## config.mk

```make
export PLATFORM = sky130hd
export DESIGN_NAME = lvg_rank
export DESIGN_NICKNAME = d
export VERILOG_FILES = /design/src/hdl/lvg_pkg.sv /design/src/hdl/lvg_rank.sv
export SDC_FILE = /design/constraint.sdc
export NUM_CORES = 2
export LEC_CHECK = 0
export ABC_CLOCK_PERIOD_IN_PS = 25700
export BUFFER_PORTS_ARGS = -buffer_cell sky130_fd_sc_hd__buf_2
export CAP_MARGIN = 10
export CORE_ASPECT_RATIO = 2
export CORE_MARGIN = 1
export CORE_UTILIZATION = 50
export CTS_BUF_LIST = sky130_fd_sc_hd__clkbuf_8
export DETAILED_ROUTE_END_ITERATION = 12
export GPL_ROUTABILITY_DRIVEN = 0
export PLACE_DENSITY_LB_ADDON = 0.05
export SYNTH_ARGS = -nofsm -noshare
export SYNTH_HDL_FRONTEND = slang
export SYNTH_SLANG_ARGS = --single-unit
```

## constraint.sdc

```tcl
create_clock -name clk_i -period 25.7 [get_ports clk_i]
set_input_delay 2.57 -clock clk_i [delete_from_list [all_inputs] [get_ports clk_i]]
set_output_delay 2.57 -clock clk_i [all_outputs]
set_load 0.05 [all_outputs]
```

## src/hdl/lvg_pkg.sv

```systemverilog
// ----------------------------------------------------------------------------
// lvg_pkg
// Shared constants, types and codes of the LRU victim group block.
// ----------------------------------------------------------------------------
`default_nettype none

package lvg_pkg;

  localparam int SETS        = 64;
  localparam int WAYS        = 8;
  localparam int TIME_BITS   = 32;
  localparam int SET_AW      = $clog2(SETS);
  localparam int COST_BITS   = 8;
  localparam int CNT_W       = $clog2(WAYS + 1);
  localparam int GROUP_RESET = 4;

  typedef enum logic [1:0] {
    OP_INVALIDATE = 2'd0,
    OP_TOUCH      = 2'd1,
    OP_FILL       = 2'd2,
    OP_VICTIM     = 2'd3
  } op_e;

  typedef enum logic [1:0] {
    ST_IDLE,
    ST_READ,
    ST_EVAL,
    ST_SELECT
  } state_e;

  typedef logic [WAYS-1:0][TIME_BITS-1:0] row_t;
  typedef logic [WAYS-1:0][CNT_W-1:0]     ranks_t;

  typedef struct packed {
    logic              rd_en;
    logic              wr_en;
    logic [SET_AW-1:0] addr;
  } mem_req_t;

endpackage

`default_nettype wire

```

## src/hdl/lvg_rank.sv

```systemverilog
// ----------------------------------------------------------------------------
// lvg_rank
// Ranks the ways of one set from oldest to newest into a register, then picks
// the way of lowest shift cost among the oldest group.
// ----------------------------------------------------------------------------
`default_nettype none

module lvg_rank (
  input  wire logic                      clk_i,
  input  wire logic                      rank_en_i,
  input  wire lvg_pkg::row_t             row_i,
  input  wire logic [63:0]               costs_i,
  input  wire logic [lvg_pkg::CNT_W-1:0] group_i,
  output logic [2:0]                     best_way_o,
  output logic [lvg_pkg::COST_BITS-1:0]  best_cost_o
);
  import lvg_pkg::*;

  ranks_t rank_d;
  ranks_t rank_q;

  always_comb begin
    for (int w = 0; w < WAYS; w++) begin
      rank_d[w] = '0;
      for (int v = 0; v < WAYS; v++) begin
        if (row_i[v] < row_i[w] || (row_i[v] == row_i[w] && v < w)) begin
          rank_d[w] = rank_d[w] + CNT_W'(1);
        end
      end
    end
  end

  always_ff @(posedge clk_i) begin
    if (rank_en_i) begin
      rank_q <= rank_d;
    end
  end

  always_comb begin
    logic [COST_BITS:0] best_cost;
    logic [CNT_W-1:0]   best_rank;
    logic [2:0]         best_way;
    logic [COST_BITS:0] cost;
    best_cost = {1'b1, {COST_BITS{1'b0}}};
    best_rank = '0;
    best_way  = '0;
    for (int w = 0; w < WAYS; w++) begin
      cost = {1'b0, costs_i[COST_BITS*w +: COST_BITS]};
      if (rank_q[w] < group_i &&
          (cost < best_cost || (cost == best_cost && rank_q[w] < best_rank))) begin
        best_cost = cost;
        best_rank = rank_q[w];
        best_way  = 3'(w);
      end
    end
    best_way_o  = best_way;
    best_cost_o = best_cost[COST_BITS-1:0];
  end

endmodule

`default_nettype wire

```

==> results.md <==
Final layout:
- The register with the most flip-flops in the layout has 32 of them.
- Compared with the post-synthesis result, the final layout area differs by 10.5%.
- Across the whole layout, storage elements account for 961 µm².
- More flip-flops sit in one register than any other, and that register is rank_q.
- The filler cells instantiated in the layout total 5261.
- Summing all multi-input logic gate instances after layout gives 25500 µm².
- The post-route non-filler standard cell count is 4497.
- In the final layout, the registers with the most flip-flops are rank_q (32).
- The fraction of final layout cells with drive strength greater than 1 is 12.3%.
- The core occupancy in the finished layout is 56.1%.
- The number of nets in the final layout is 5106.
- With fillers left out, the area of the finished cells amounts to 30700 µm².

CTS:
- Post-CTS repair changed the size of 0 cells.
- The clock sink count is 32.
- The H-tree depth is 2.
- The number of buffers inserted to repair setup after CTS is 0.
- Clock-pin slew was measured on the worst setup and hold paths at 0.08 ns.
- The tree is rooted in a sky130_fd_sc_hd__clkbuf_8.
- TritonCTS built the clock tree.
- Buffers inserted during clock tree synthesis total 5.
- The number of hold buffers added after CTS is 0.
- Counting along the longest clock path gives a buffer depth of 2.

Drt:
- The DRC violations left is 0.
- The total via count in the routed design is 28800.
- The first detailed-routing pass took 6 iterations.
- The routed wire length is 120 mm.
- For this block, the initial DRC count from the detailed router was 1674.
- After detailed routing, the number of vias per cell comes to 6.40.
- The post-route antenna net violation count is 0.
- The detailed-route wire length per cell is 26.6 µm.

Worst setup path:
- The sum of buffers and inverters on the critical path is 8.
- The arrival time reported for the critical path endpoint is 21.52 ns.
- STA classifies the critical path startpoint as an input port.
- The launching instance or port of the critical path is group_i[1].
- The most critical setup path has its endpoint at best_way_o[1].
- The start-to-end type of the worst setup path is input port to output port.
- STA puts the critical path data required time at 23.13 ns.
- The most numerous cell type found on the critical path is sky130_fd_sc_hd__a21oi_1.
- The slowest stage of the critical path is the sky130_fd_sc_hd__mux2i_1 cell.
- STA classifies the critical path endpoint as an output port.
- In this run the number of cells on the critical path is 83.
- The top fanout value on the critical path is 25.
- The critical path's top delay family is compound AO/OA/AOI/OAI gates.
- The peak per-stage delay on the critical path is 0.71 ns.

Die:
- The height of the die is 335 µm.
- 337 I/O pins were placed.
- The total number of placement rows is 121.
- Measured along the x axis, the die boundary spans 169 µm.
- Once the floorplan was initialized, standard cells occupied 50.8% of the core.
- The die covers 56500 µm².
- After floorplanning, the core was sized to cover 54700 µm².

GRT:
- Summed over all layers, the global routing overflow is 0.
- The initial antenna violation count was 24.
- The largest net degree at the start of global routing is 33.
- The total routing resource utilization after global routing is 42.0%.
- The first global-routing pass estimated 176 mm of wire.
- The via count of the first global-routing pass was 29600.

Placed design:
- In this run the cell area measured after placement is 30500 µm².
- The detailed placer's ending HPWL is 103 mm.
- The count of buffers from port buffering is 336.
- The post-placement cell count is 4464.

Timing:
- The worst path in the final design needs a cycle of 24.09 ns, including I/O delays and setup.
- The worst path uses 93.7% of the clock period.
- In this run the tightest slew margin relative to its limit is -1.69%.
- The final number of setup-violating endpoints is 0.
- The slew at the pin closest to its max-slew limit is 1.53 ns.
- The maximum clock rate is 41.5 MHz.
- Setup repair after global routing left no endpoint under its margin.
- The count of pins over their slew limit came to 1.
- The setup TNS is 0 ns.
- The number of failing hold endpoints at the final stage was 0.

Yosys:
- Of the total synthesized cell area, the portion taken by full adders, half adders and majority gates is 47.0%.
- The share of synthesized flip-flops with an asynchronous set or reset is 0%.
- After synthesis, the share of cell area in mux cells is 2.35%.
- The number of different library cells used by synthesis comes to 87.
- Synthesis inferred 32 register bits.
- After synthesis, the largest family of logic cells by area is adder cells.
- The area fraction of the dominant cell type after synthesis is 46.9%.
- After Yosys synthesis, XOR and XNOR cells account for 2.73% of the synthesized area.
- The Yosys step of the flow raised 0 warnings.
- In the post-synthesis netlist, the biggest area contributors are sky130_fd_sc_hd__ha_1 47%, sky130_fd_sc_hd__a21o_1 7.0%, sky130_fd_sc_hd__a21oi_1 4.8%.
- Synthesis produced a netlist whose cell count is 3388.
- The synthesized design spends more area on one cell type than any other, namely sky130_fd_sc_hd__ha_1.
- The dominant synthesized flop cell is sky130_fd_sc_hd__edfxtp_1.
- By count the netlist is led by 1041 x sky130_fd_sc_hd__ha_1, 334 x sky130_fd_sc_hd__inv_1, 265 x sky130_fd_sc_hd__a21oi_1.
- The synthesized netlist devotes 22.9% of its cell area to compound gates.
- The synthesized netlist devotes 16.8% of its cell area to simple gates.
- The share of the Yosys chip area taken by registers is 3.46%.
- The post-synthesis net count is 4755.
- The mean instance size in the synthesized netlist is 8.19 µm².
- The synthesized design contains 32 enable-type register cells.
- In this run the cell area of the synthesized design comes to 27700 µm².
- The most common cell in the synthesized netlist is sky130_fd_sc_hd__ha_1.

Pwr:
- The power share of the clock group is 2.3%.
- The maximum VDD drop is 0.0869 mV.
- The leakage power of the design is 16.9 nW.
- The cell-internal power is 0.000866 W.
- Sequential cells account for 5.8% of the total power.
- Of the total power, the share spent switching nets is 60.8%.
- Combinational cells account for 92.0% of the total power.
- In this run the power density over the cells is 72.1 nW/µm².
- The analysis attributes to net switching a power of 0.00134 W.

Flow run:
- The reported max-cap violation count is 0.

Min path:
- The worst min-delay path category is input port to flop.
- Counting instances, the worst hold path has a depth of 1.

Outcome:
- The run finished, with violations left.
- The checks that failed: max-slew violations.
## final cells by class
| class | instances | share of cell area, % |
|---|---|---|
| Multi-Input combinational cell | 3004 | 83.1 |
| Tap cell | 738 | 3.01 |
| Antenna cell | 19 | 0.155 |
| Inverter | 335 | 4.10 |
| Sequential cell | 32 | 3.13 |
| Timing Repair Buffer | 361 | 6.09 |
| Clock buffer | 5 | 0.224 |
| Clock inverter | 3 | 0.139 |
## worst min path at each step
stage | start | end | slack [ns]
6_report | rank_en_i | rank_q[10] | 2.87
3_5_place_dp | rank_en_i | rank_q[10] | 3.21
3_3_place_gp | rank_en_i | rank_q[10] | 3.20
5_1_grt | rank_en_i | rank_q[10] | 2.90
2_1_floorplan | rank_en_i | rank_q[0] | 2.68
4_1_cts | rank_en_i | rank_q[10] | 2.88
## stage by stage
step,hold WS [ns],total power (W),setup WS [ns]
floorplan,2.68,0.00154,4.83
global placement,3.20,0.00203,2.83
detailed placement,3.21,0.00210,2.32
CTS,2.88,0.00216,2.31
global route,2.90,0.00240,0.0622
finish,2.87,0.00221,1.61
## per-layer routing
metal  up-vias  wire (µm)  GRT usage (%)
met4        10      17400           52.0
li1      13500          -              -
met1     13300      39100           37.6
met5         -         69              0
met2      1299      54900           71.1
met3       605       8120           9.84
## logic make-up after synthesis
group,count (synthesis)
muxes,61
xor gates and xnor gates,85
DFF,32
buffers and inverters,352
adders and majority gates,1042
and+or+nand+nor,853
AOI/OAI and AO/OA,963
## placed cells by master, fill, tap and decap left out, types with 7 or more instances in the layout
| cell type | n |
|---|---|
| sky130_fd_sc_hd__a211o_1 | 11 |
| sky130_fd_sc_hd__nor2b_1 | 114 |
| sky130_fd_sc_hd__a21boi_0 | 16 |
| sky130_fd_sc_hd__nor3_1 | 38 |
| sky130_fd_sc_hd__and2_1 | 12 |
| sky130_fd_sc_hd__a211oi_1 | 10 |
| sky130_fd_sc_hd__xnor2_1 | 59 |
| sky130_fd_sc_hd__nor4_1 | 8 |
| sky130_fd_sc_hd__nor2_1 | 151 |
| sky130_fd_sc_hd__mux2i_1 | 27 |
| sky130_fd_sc_hd__nand4b_1 | 8 |
| sky130_fd_sc_hd__and4_1 | 9 |
| sky130_fd_sc_hd__buf_2 | 338 |
| sky130_fd_sc_hd__o211ai_1 | 11 |
| sky130_fd_sc_hd__a221o_1 | 15 |
| sky130_fd_sc_hd__or3_1 | 7 |
| sky130_fd_sc_hd__ha_1 | 1041 |
| sky130_fd_sc_hd__or2_2 | 21 |
| sky130_fd_sc_hd__nand2_1 | 102 |
| sky130_fd_sc_hd__a221oi_1 | 14 |
| sky130_fd_sc_hd__a21oi_1 | 265 |
| sky130_fd_sc_hd__inv_1 | 334 |
| sky130_fd_sc_hd__o21a_1 | 56 |
| sky130_fd_sc_hd__diode_2 | 19 |
| sky130_fd_sc_hd__o31ai_1 | 15 |
| sky130_fd_sc_hd__nand2b_1 | 109 |
| sky130_fd_sc_hd__xor2_1 | 25 |
| sky130_fd_sc_hd__mux2_2 | 34 |
| sky130_fd_sc_hd__o221ai_1 | 12 |
| sky130_fd_sc_hd__buf_4 | 21 |
| sky130_fd_sc_hd__nand3_1 | 59 |
| sky130_fd_sc_hd__a21o_1 | 259 |
| sky130_fd_sc_hd__o21ai_1 | 7 |
| sky130_fd_sc_hd__nand4_1 | 193 |
| sky130_fd_sc_hd__o21ai_0 | 191 |
| sky130_fd_sc_hd__edfxtp_1 | 32 |
## power by group through the flow
stage	clock (W)	sequential [W]	combinational, W
finish	0.0000507	0.000127	0.00203
global route	0.0000515	0.000129	0.00222
CTS	0.0000514	0.000126	0.00198
detailed placement	0	0.000127	0.00197
global placement	0	0.000126	0.00190
floorplan	0	0.000112	0.00143
No activity file was read; power rests on OpenSTA's default activity.
